===== src/rtl/core/cod_pkg.sv =====
// ----------------------------------------------------------------------------
// cod_pkg
// Shared types and constants of the clock offset and drift estimator.
// ----------------------------------------------------------------------------
`default_nettype none

package cod_pkg;

    localparam int TIME_WIDTH_DEF  = 64;
    localparam int FRAC_BITS_DEF   = 16;

    localparam int GAIN_W   = 17;
    localparam int LTIME_W  = 63;
    localparam int RTIME_W  = 64;
    localparam int DRIFT_W  = 32;
    localparam int COUNT_W  = 32;

    localparam int ADDR_W   = 5;
    localparam int DATA_W   = 64;

    localparam int MUL_A_W  = 64;
    localparam int MUL_H_W  = 32;
    localparam int MUL_B_W  = 20;
    localparam int PROD_W   = MUL_A_W + MUL_B_W;

    localparam int QUOT_W   = 49;

    localparam logic [MUL_B_W-1:0] MEGA        = 20'd1000000;
    localparam logic [QUOT_W-1:0]  SAMPLE_CLAMP = {1'b1, {(QUOT_W-1){1'b0}}};

    localparam logic [1:0] REG_GOOD_GAIN   = 2'd0;
    localparam logic [1:0] REG_NORMAL_GAIN = 2'd1;
    localparam logic [1:0] REG_DRIFT_GAIN  = 2'd2;
    localparam logic [1:0] REG_INTERVAL    = 2'd3;

    localparam logic [GAIN_W-1:0]  GOOD_GAIN_RST   = 17'd32768;
    localparam logic [GAIN_W-1:0]  NORMAL_GAIN_RST = 17'd6554;
    localparam logic [GAIN_W-1:0]  DRIFT_GAIN_RST  = 17'd13107;
    localparam logic [LTIME_W-1:0] INTERVAL_RST    = 63'd1000000000;

    typedef struct packed {
        logic [GAIN_W-1:0]  good_gain;
        logic [GAIN_W-1:0]  normal_gain;
        logic [GAIN_W-1:0]  drift_gain;
        logic [LTIME_W-1:0] interval;
    } cod_cfg_t;

    typedef struct packed {
        logic en;
        logic hi;
    } cod_mul_ctl_t;

endpackage

`default_nettype wire


===== src/rtl/core/cod_mul.sv =====
// ----------------------------------------------------------------------------
// cod_mul
// Shared 64 x 20 multiplier built from one 32 x 20 partial product per cycle while enabled.
// High half first, then the low half is added to the shifted sum.
// ----------------------------------------------------------------------------
`default_nettype none

module cod_mul
    import cod_pkg::*;
(
    input  wire logic               clk,
    input  wire cod_mul_ctl_t       ctl,
    input  wire logic [MUL_A_W-1:0] a,
    input  wire logic [MUL_B_W-1:0] b,
    output logic      [PROD_W-1:0]  prod
);

    localparam int PP_W = MUL_H_W + MUL_B_W;

    logic [PROD_W-1:0]  prod_reg;
    logic [PROD_W-1:0]  prod_next;
    logic [MUL_H_W-1:0] half;
    logic [PP_W-1:0]    pp;

    assign half = ctl.hi ? a[MUL_A_W-1:MUL_H_W] : a[MUL_H_W-1:0];
    assign pp   = half * b;
    assign prod = prod_reg;

    always_comb
    begin
        if (ctl.hi)
            prod_next = PROD_W'(pp);
        else
            prod_next = {prod_reg[PROD_W-MUL_H_W-1:0], {MUL_H_W{1'b0}}} + PROD_W'(pp);
    end

    always_ff @(posedge clk)
    begin
        if (ctl.en)
            prod_reg <= prod_next;
    end

endmodule

`default_nettype wire

===== config.mk =====
export PLATFORM = sky130hd
export DESIGN_NAME = cod_mul
export DESIGN_NICKNAME = d
export VERILOG_FILES = /design/src/rtl/core/cod_pkg.sv /design/src/rtl/core/cod_mul.sv
export SDC_FILE = /design/constraint.sdc
export NUM_CORES = 2
export LEC_CHECK = 0
export BUFFER_PORTS_ARGS = -buffer_cell sky130_fd_sc_hd__buf_2
export CORE_MARGIN = 2
export CORE_UTILIZATION = 29
export CTS_BUF_LIST = sky130_fd_sc_hd__clkbuf_2 sky130_fd_sc_hd__clkbuf_4 sky130_fd_sc_hd__clkbuf_8
export DETAILED_ROUTE_END_ITERATION = 8
export PLACE_DENSITY = 0.49
export SLEW_MARGIN = 25
export SYNTH_ARGS = -nofsm -noshare
export SYNTH_HDL_FRONTEND = slang
export SYNTH_SLANG_ARGS = --single-unit

===== constraint.sdc =====
create_clock -name clk -period 9.3 [get_ports clk]
set_clock_uncertainty 0.2 [all_clocks]
set_input_delay 0 -clock clk [delete_from_list [all_inputs] [get_ports clk]]
set_output_delay 0 -clock clk [all_outputs]
set_load 0.05 [all_outputs]

==> flow_metrics.py <==
metrics = {
    "grt": {
        "use_met1_pct": 26.5,
        "busiest_layer": "met2",
        "grt_use_met3_pct": 1.79,
        "grt_usage_pct": 17.5,
        "first_global_vias": 21100,
        "grt_max_degree": 85,
        "grt_pass1_wl_um": 125000,
        "antenna_found_initial": 5,
        "grt_overflow": 0,
        "grt_use_met2_pct": 28.2,
    },
    "sta": {
        "fin_crit_ps": 8870,
        "maxSlewHeadroom_pct": 35.3,
        "period_share_pct": 95.4,
        "fmax_mhz": 113,
        "setup_violations": 0,
        "tightest_slew_ps": 965,
        "slew_viol_final": 0,
        "hold_viol": 0,
    },
    "routing": {
        "drt-total-wl_um": 77500,
        "ant_nets": 0,
        "vias_per_cell": 4.63,
        "routedWlPerCell_um": 18.4,
        "drc": 0,
        "drtIter0Drc": 1026,
        "dr.pass1.iters": 7,
        "vias": 19500,
    },
    "synthesis": {
        "ys_seq_area_share_pct": 9.83,
        "syn_area_per_cell_um2": 9.11,
        "ys_top_cells_by_count": "563 x inv_1, 537 x fa_1, 423 x nand2_1",
        "yosysTopAreaCellShare_pct": 41.9,
        "synth_top_area_cell": "fa_1",
        "synthesis.nets": 3623,
        "synth-main-ff-cell": "edfxtp_1",
        "syn_area_um2": 25700,
        "ys_warn_count": 0,
        "yosysMostFrequentCell": "inv_1",
        "netlist_top_cells_area": "fa_1 42%, edfxtp_1 9.8%, ha_1 8.9%, inv_1 8.2%, and2_1 6.9%",
        "synthDistinctLibCells": 69,
        "synth_edf_count": 84,
        "async_flop_share_pct": 0,
        "postSynthCellCount": 2817,
        "ys_seq_elements": 84,
    },
    "placement": {
        "post-place-cells": 4195,
        "place_hpwl_um": 65800,
        "place_congestion": 0.823,
        "portBuffers": 170,
    },
    "worst_setup_path": {
        "slowest_delay_ps": 530,
        "rrSetupSlack_ps": 5960,
        "crit_buf_inv": 10,
        "crit_path_top_delay_cell": "fa_1",
        "critPathKind": "in -> reg",
        "path_depth": 36,
        "worst_ep_required_time_ps": 9280,
        "r2r-start": "prod[0]",
        "critical-path-top-delay-family": "adder cells",
        "critPathMostFrequentCell": "fa_1",
        "crit_start": "ctl[0]",
        "start_kind": "input port",
        "worstPathArrival_ps": 8850,
        "cp-end-kind": "register",
        "cp_max_fo": 9,
        "rr_worst_depth": 13,
    },
    "layout": {
        "drive_above_1_share_pct": 15.0,
        "syn_to_final_growth_pct": 14.3,
        "layoutNonFillerInstCount": 4212,
        "largest_reg_flops": 84,
        "antenna_cells": 0,
        "nNetsFinal": 3848,
    },
    "floorplanning": {
        "core.rowCount": 109,
        "die_w_um": 302,
        "die_area_um2": 90900,
        "core_area_um2": 88100,
        "io_pins": 171,
        "initial_core_util_pct": 29.1,
        "dieHeight_um": 302,
    },
    "clock_tree": {
        "cts_buffer_depth": 2,
        "clock_latency_ps": 360,
        "clkTransAtPathRegs_ps": 100,
        "cts.sinks": 84,
        "cts_tree": "yes",
        "root_buffer": "clkbuf_8",
        "htreeDepth": 3,
        "numCtsBuffers": 9,
    },
    "flow_run": {
        "drv_cap": 0,
    },
    "hold_path": {
        "hold_depth": 2,
        "hold_start": "b[0]",
        "hold_path_class": "in -> reg",
    },
    "run_status": {
        "status": "finished clean",
    },
}
what timing repair did:
action / CTS / global route
resized for setup: 0 / 20
hold buffers: 0 / 1
hold endpoints to repair: 0 / 1
buffers inserted: 0 / 0
endpoints found under the setup margin: 0 / 27
final timing paths:
| check | endpoint |
|---|---|
| worst max-delay path | prod[82] |
| worst min register to register | prod[80] |
| worst max register to register | prod[60] |
| worst min-delay path | prod[0] |
per-stage QoR:
step / utilization [%] / hold slack, ps / TNS, ps / area (µm²) / setup slack, ps
floorplan: - / -87.5 / 0 / 25700 / 283
global placement: 33.0 / 338 / -7.11 / 29000 / -4.78
detailed placement: 33.0 / 339 / -144 / 29000 / -61.2
CTS: 33.2 / 148 / 0 / 29200 / 308
global route: 33.3 / 180 / -28.6 / 29300 / -22.2
finish: 33.3 / 169 / 0 / 29300 / 428
cells by family (layout without fill, tap and decap cells):
family | count (synthesis) | after routing | synth area share (%)
simple gates | 882 | 882 | 16.9
flops | 84 | 84 | 9.83
mux | 43 | 43 | 1.88
compound gates | 292 | 292 | 7.53
fa+ha+maj | 719 | 719 | 50.7
xor+xnor | 73 | 73 | 2.49
buf+inv | 724 | 954 | 10.6
area by class of cell:
cell class	count	area, µm²
fill	9340	58800
clock buffer	9	124
timing repair buffer	375	2530
clock inverter	7	71.3
sequential	84	2520
tap	1165	1460
multi-input combinational	2009	20500
inverter	563	2110
layer usage:
layer | vias up | routed length [µm]
met5 | - | 26
met4 | 4 | 318
li1 | 9097 | -
met2 | 435 | 34900
met1 | 9953 | 38600
met3 | 27 | 3700
cells in the final DEF (no fill, tap or decap), types with 22 or more instances in the layout:
cell	count
edfxtp_1	84
nor2_1	57
fa_1	537
buf_2	168
xor2_1	33
xnor2_1	39
nand4_1	22
a21o_1	48
mux2_2	34
o21ai_0	35
inv_1	562
buf_4	193
nand2_1	423
a21oi_1	91
and2_1	282
ha_1	181
Power is not shown: default switching activity piles up to over one toggle a cycle in this logic, so the estimate is an artifact.
