`src/rtl/core/cod_pkg.sv`:
```
// ----------------------------------------------------------------------------
// cod_pkg
// Shared types and constants of the clock offset and drift estimator.
// ----------------------------------------------------------------------------
`default_nettype none

package cod_pkg;

    localparam int TIME_WIDTH_DEF  = 64;
    localparam int FRAC_BITS_DEF   = 16;

    localparam int GAIN_W   = 17;
    localparam int LTIME_W  = 63;
    localparam int RTIME_W  = 64;
    localparam int DRIFT_W  = 32;
    localparam int COUNT_W  = 32;

    localparam int ADDR_W   = 5;
    localparam int DATA_W   = 64;

    localparam int MUL_A_W  = 64;
    localparam int MUL_H_W  = 32;
    localparam int MUL_B_W  = 20;
    localparam int PROD_W   = MUL_A_W + MUL_B_W;

    localparam int QUOT_W   = 49;

    localparam logic [MUL_B_W-1:0] MEGA        = 20'd1000000;
    localparam logic [QUOT_W-1:0]  SAMPLE_CLAMP = {1'b1, {(QUOT_W-1){1'b0}}};

    localparam logic [1:0] REG_GOOD_GAIN   = 2'd0;
    localparam logic [1:0] REG_NORMAL_GAIN = 2'd1;
    localparam logic [1:0] REG_DRIFT_GAIN  = 2'd2;
    localparam logic [1:0] REG_INTERVAL    = 2'd3;

    localparam logic [GAIN_W-1:0]  GOOD_GAIN_RST   = 17'd32768;
    localparam logic [GAIN_W-1:0]  NORMAL_GAIN_RST = 17'd6554;
    localparam logic [GAIN_W-1:0]  DRIFT_GAIN_RST  = 17'd13107;
    localparam logic [LTIME_W-1:0] INTERVAL_RST    = 63'd1000000000;

    typedef struct packed {
        logic [GAIN_W-1:0]  good_gain;
        logic [GAIN_W-1:0]  normal_gain;
        logic [GAIN_W-1:0]  drift_gain;
        logic [LTIME_W-1:0] interval;
    } cod_cfg_t;

    typedef struct packed {
        logic en;
        logic hi;
    } cod_mul_ctl_t;

endpackage

`default_nettype wire

```
`src/rtl/core/cod_regs.sv`:
```
// ----------------------------------------------------------------------------
// cod_regs
// Configuration register file behind an APB-style port.
// ----------------------------------------------------------------------------
`default_nettype none

module cod_regs
    import cod_pkg::*;
(
    input  wire logic              clk,
    input  wire logic              rst_n,
    input  wire logic              psel,
    input  wire logic              penable,
    input  wire logic              pwrite,
    input  wire logic [ADDR_W-1:0] paddr,
    input  wire logic [DATA_W-1:0] pwdata,
    output logic      [DATA_W-1:0] prdata,
    output logic                   pready,
    output cod_cfg_t               cfg
);

    cod_cfg_t   cfg_reg;
    cod_cfg_t   cfg_next;
    logic       wr_en;
    logic [1:0] reg_sel;

    assign pready  = 1'b1;
    assign wr_en   = psel && penable && pwrite;
    assign reg_sel = paddr[4:3];
    assign cfg     = cfg_reg;

    always_comb
    begin
        cfg_next = cfg_reg;
        if (wr_en)
        begin
            unique case (reg_sel)
                REG_GOOD_GAIN:   cfg_next.good_gain   = pwdata[GAIN_W-1:0];
                REG_NORMAL_GAIN: cfg_next.normal_gain = pwdata[GAIN_W-1:0];
                REG_DRIFT_GAIN:  cfg_next.drift_gain  = pwdata[GAIN_W-1:0];
                REG_INTERVAL:    cfg_next.interval    = pwdata[LTIME_W-1:0];
                default:         cfg_next = cfg_reg;
            endcase
        end
    end

    always_comb
    begin
        unique case (reg_sel)
            REG_GOOD_GAIN:   prdata = DATA_W'(cfg_reg.good_gain);
            REG_NORMAL_GAIN: prdata = DATA_W'(cfg_reg.normal_gain);
            REG_DRIFT_GAIN:  prdata = DATA_W'(cfg_reg.drift_gain);
            REG_INTERVAL:    prdata = DATA_W'(cfg_reg.interval);
            default:         prdata = '0;
        endcase
    end

    always_ff @(posedge clk or negedge rst_n)
    begin
        if (!rst_n)
        begin
            cfg_reg.good_gain   <= GOOD_GAIN_RST;
            cfg_reg.normal_gain <= NORMAL_GAIN_RST;
            cfg_reg.drift_gain  <= DRIFT_GAIN_RST;
            cfg_reg.interval    <= INTERVAL_RST;
        end
        else
        begin
            cfg_reg <= cfg_next;
        end
    end

endmodule

`default_nettype wire

```
`config.mk`:
```
export PLATFORM = sky130hd
export DESIGN_NAME = cod_regs
export DESIGN_NICKNAME = d
export VERILOG_FILES = /design/src/rtl/core/cod_pkg.sv /design/src/rtl/core/cod_regs.sv
export SDC_FILE = /design/constraint.sdc
export NUM_CORES = 1
export LEC_CHECK = 0
export ABC_AREA = 1
export ABC_CLOCK_PERIOD_IN_PS = 1650
export BUFFER_PORTS_ARGS = -buffer_cell sky130_fd_sc_hd__clkbuf_2
export CAP_MARGIN = 20
export CORE_UTILIZATION = 51
export DETAILED_ROUTE_END_ITERATION = 7
export MAX_ROUTING_LAYER = met4
export PLACE_DENSITY = 0.86
export SLEW_MARGIN = 20
export SYNTH_ARGS = -nofsm -noshare
export SYNTH_HDL_FRONTEND = slang
export SYNTH_SLANG_ARGS = --single-unit
```
`constraint.sdc`:
```
create_clock -name clk -period 1.65 [get_ports clk]
set_input_delay 0.0825 -clock clk [delete_from_list [all_inputs] [get_ports clk]]
set_output_delay 0.0825 -clock clk [all_outputs]
set_load 0.005 [all_outputs]
```
==> impl_metrics.toml <==
[status]
result_of_the_run = "finished, final reports clean"

[grt]
grt_pass1_wl_um = 28760
grt_use_total_pct = 34.43
grt_start_max_net_pins = 55
global_route.usage.met3_pct = 6.370
grt_overflow = 0
global_route.usage.met1_pct = 41.57
m2_gr_usage_pct = 57.00
antenna_found_initial = 0
grt-busiest-layer = "met2"
first_global_vias = 5771

[routing]
wirelength_routed_um = 18100
detail_route.vias_per_cell = 5.148
vias = 5905
count_of_antenna_violating_nets_left_after_detailed_routing = 0
average_detailed_routed_wire_length_per_instance_um = 15.78
drc = 0
first_iter_violations = 510
drt_pass1_iterations = 5

[pwr]
seq_power_share_pct = 39.4
leakagePower_nw = 4.544
power.share.switching_pct = 28.64
power_frac_clock_pct = 40.4
vdd.ir_drop.worst_v = 0.001041
internal_power_mw = 7.301
total_power_consumption_mw = 10.23
net_switching_power_figure_mw = 2.930
pwr-share-comb_pct = 20.2
powerDensity_nw_per_um2 = 1279

[synth]
synth-edff-count = 0
synth_net_count = 767
async_reset_ff_share_pct = 100.0
seq_area_frac_synth_pct = 52.95
synthTopCellsByArea = "sky130_fd_sc_hd__dfrtp_1 39%, sky130_fd_sc_hd__nand2_1 25%, sky130_fd_sc_hd__dfstp_2 14%"
synth.avg_cell_area_sq_um = 7.874
total_of_flip_flops_plus_latches_after_synthesis = 114
yosysWarningCount = 0
synthesis.area_sq_um = 5456
yosysUniqueCellTypes = 19
synth_top_cell_by_area = "sky130_fd_sc_hd__dfrtp_1"
postSynthCellCount = 693
most_instantiated_cells_after_synthesis = "361 x sky130_fd_sc_hd__nand2_1, 85 x sky130_fd_sc_hd__dfrtp_1, 51 x sky130_fd_sc_hd__nand3_1, 49 x sky130_fd_sc_hd__inv_1, 46 x sky130_fd_sc_hd__nor2_1"
synth.most_common_cell = "sky130_fd_sc_hd__nand2_1"
synth-main-ff-cell = "sky130_fd_sc_hd__dfrtp_1"
synth_top_area_share_pct = 38.98

[timing]
slew_limit_fails = 0
hold_violations = 0
timing_worst_slew_pin_value_ns = 0.5351
fmax_mhz = 668.4
final.period_utilization_pct = 90.68
tns_ns = 0
period_minus_slack_ns = 1.496
remaining_max_slew_budget_at_the_tightest_pin_pct = 64.24
clock-skew-final_ns = 0
hold-worst-slack_ns = 0.04661
rsz0062_at_grt = "no"
finalSetupViolations = 0

[floorplan]
floorplan.die.width_um = 105.4
io-pin-count = 253
floorplan.rows = 37
floorplan.initialDensity_pct = 52.62
dieHeight_um = 105.4
coreArea_sq_um = 10370
die_area_sq_um = 11120

[layout]
final_cell_area_sq_um = 7998
nNetsFinal = 1072
layout-area-overhead-vs-synth_pct = 46.57
diodes = 0
layout.cells.non_filler = 1147
largest_reg_flops = 114
final_layout_size_suffix_gt1_share_pct = 33.23

[critical_path]
worstPathMaxFanout = 3
criticalPathCategory = "reg -> out"
crit_path_end_kind = "output pin"
worst-endpoint-arrival_ns = 1.41
cp_data_required_time_ns = 1.57
timing.critical_path.from_type = "flop"

[clock_tree]
cts.sink_count = 114
htree_levels = 4
worst_setup_hold_path_clk_slew_ns = 0.06
cts_inserted_buffers = 17
clock_latency_ns = 0.49
clock_tree_root = "sky130_fd_sc_hd__clkbuf_8"
cts_tree = "yes"
clk_path_buf_depth = 2

[placed_design]
numPortBuffers = 246
rd_place_congestion = 0.8816
placed_cells_incl_taps = 1051
placed_cell_area_sq_um = 6685
post_dp_hpwl_um = 10970

[run]
max_cap_viol_count = 0

[min_path]
holdCritPathClass = "in -> reg"
-- worst max-delay path, stage by stage (launching register included) --
cell                       delay [ns]
sky130_fd_sc_hd__dfstp_2         0.56
sky130_fd_sc_hd__nand3_1         0.09
sky130_fd_sc_hd__nand4_1         0.14
sky130_fd_sc_hd__clkbuf_2        0.13
-- through the flow --
| stage | worst slack, ns | util (%) |
|---|---|---|
| 2_1_floorplan | 0.7920 | - |
| 5_1_grt | 0.09637 | 77.12 |
| 3_5_place_dp | 0.3971 | 64.47 |
| 3_3_place_gp | 0.4613 | 64.47 |
| 6_report | 0.1538 | 77.12 |
| 4_1_cts | 0.1590 | 77.12 |
-- logic make-up after synthesis --
family	after synthesis	share of synthesized area, %
flops	114	52.95
buf+inv	88	9.585
simple gates	489	37.33
other cells	2	0.1376
-- routing by layer --
layer / vias to the layer above / wire, um
li1: 2721 / -
met1: 2792 / 6970
met2: 335 / 9318
met3: 57 / 1268
met4: 0 / 537
met5: - / 0
-- worst paths after layout --
kind	from	endpoint	slack, ns	depth (start not counted)
max in group asynchronous	rst_n	cfg[81]$_DFFE_PN1P_	0.89	3
setup reg to reg	cfg[63]$_DFFE_PN1P_	cfg[63]$_DFFE_PN1P_	0.86	2
hold / removal	penable	cfg[28]$_DFFE_PN1P_	0.05	5
setup / recovery	cfg[63]$_DFFE_PN1P_	prdata[0]	0.15	3
min in group asynchronous	rst_n	cfg[110]$_DFFE_PN0P_	0.09	2
hold reg to reg	cfg[20]$_DFFE_PN1P_	cfg[20]$_DFFE_PN1P_	0.47	2
-- area by class of cell --
class	count	area, sq um
Sequential cell	114	2889
Timing Repair Buffer	322	2027
Fill cell	702	2372
Inverter	52	195.2
Tap cell	136	170.2
Clock inverter	13	230.2
Multi-Input combinational cell	491	2044
Clock buffer	19	441.7
-- power by group through the flow --
| stage | clock network, mW | registers [mW] | logic (mW) |
|---|---|---|---|
| after floorplan | 0 | 3.97 | 0.793 |
| after global placement | 0 | 4.03 | 1.81 |
| after detailed placement | 0 | 4.04 | 1.88 |
| after CTS | 4.16 | 4.01 | 2.02 |
| after global routing | 4.31 | 4.09 | 2.30 |
| final | 4.13 | 4.04 | 2.06 |
-- timing repair --
| action | 4_1_cts | 5_1_grt |
|---|---|---|
| buffers inserted | 0 | 0 |
| hold endpoints to repair | 208 | 0 |
| resized for setup | 0 | 0 |
| endpoints found under the setup margin | 0 | 0 |
| hold buffers | 64 | 0 |
-- placed cells by master, fill, tap and decap left out, types with 5 or more instances in the layout --
cell / Yosys / final
sky130_fd_sc_hd__dfrtp_1: 85 / 85
sky130_fd_sc_hd__nand2_1: 361 / 361
sky130_fd_sc_hd__dfstp_2: 29 / 29
sky130_fd_sc_hd__nand3_1: 51 / 51
sky130_fd_sc_hd__buf_12: 0 / 5
sky130_fd_sc_hd__clkbuf_2: 0 / 245
sky130_fd_sc_hd__buf_4: 3 / 8
sky130_fd_sc_hd__nor2_1: 46 / 46
sky130_fd_sc_hd__bufinv_16: 0 / 6
sky130_fd_sc_hd__nor2_4: 5 / 5
sky130_fd_sc_hd__nand4_1: 17 / 17
sky130_fd_sc_hd__dlygate4sd3_1: 0 / 64
sky130_fd_sc_hd__clkbuf_16: 0 / 16
sky130_fd_sc_hd__inv_1: 49 / 49
sky130_fd_sc_hd__nand2_2: 5 / 5
Power figures use the tool's default switching activity.
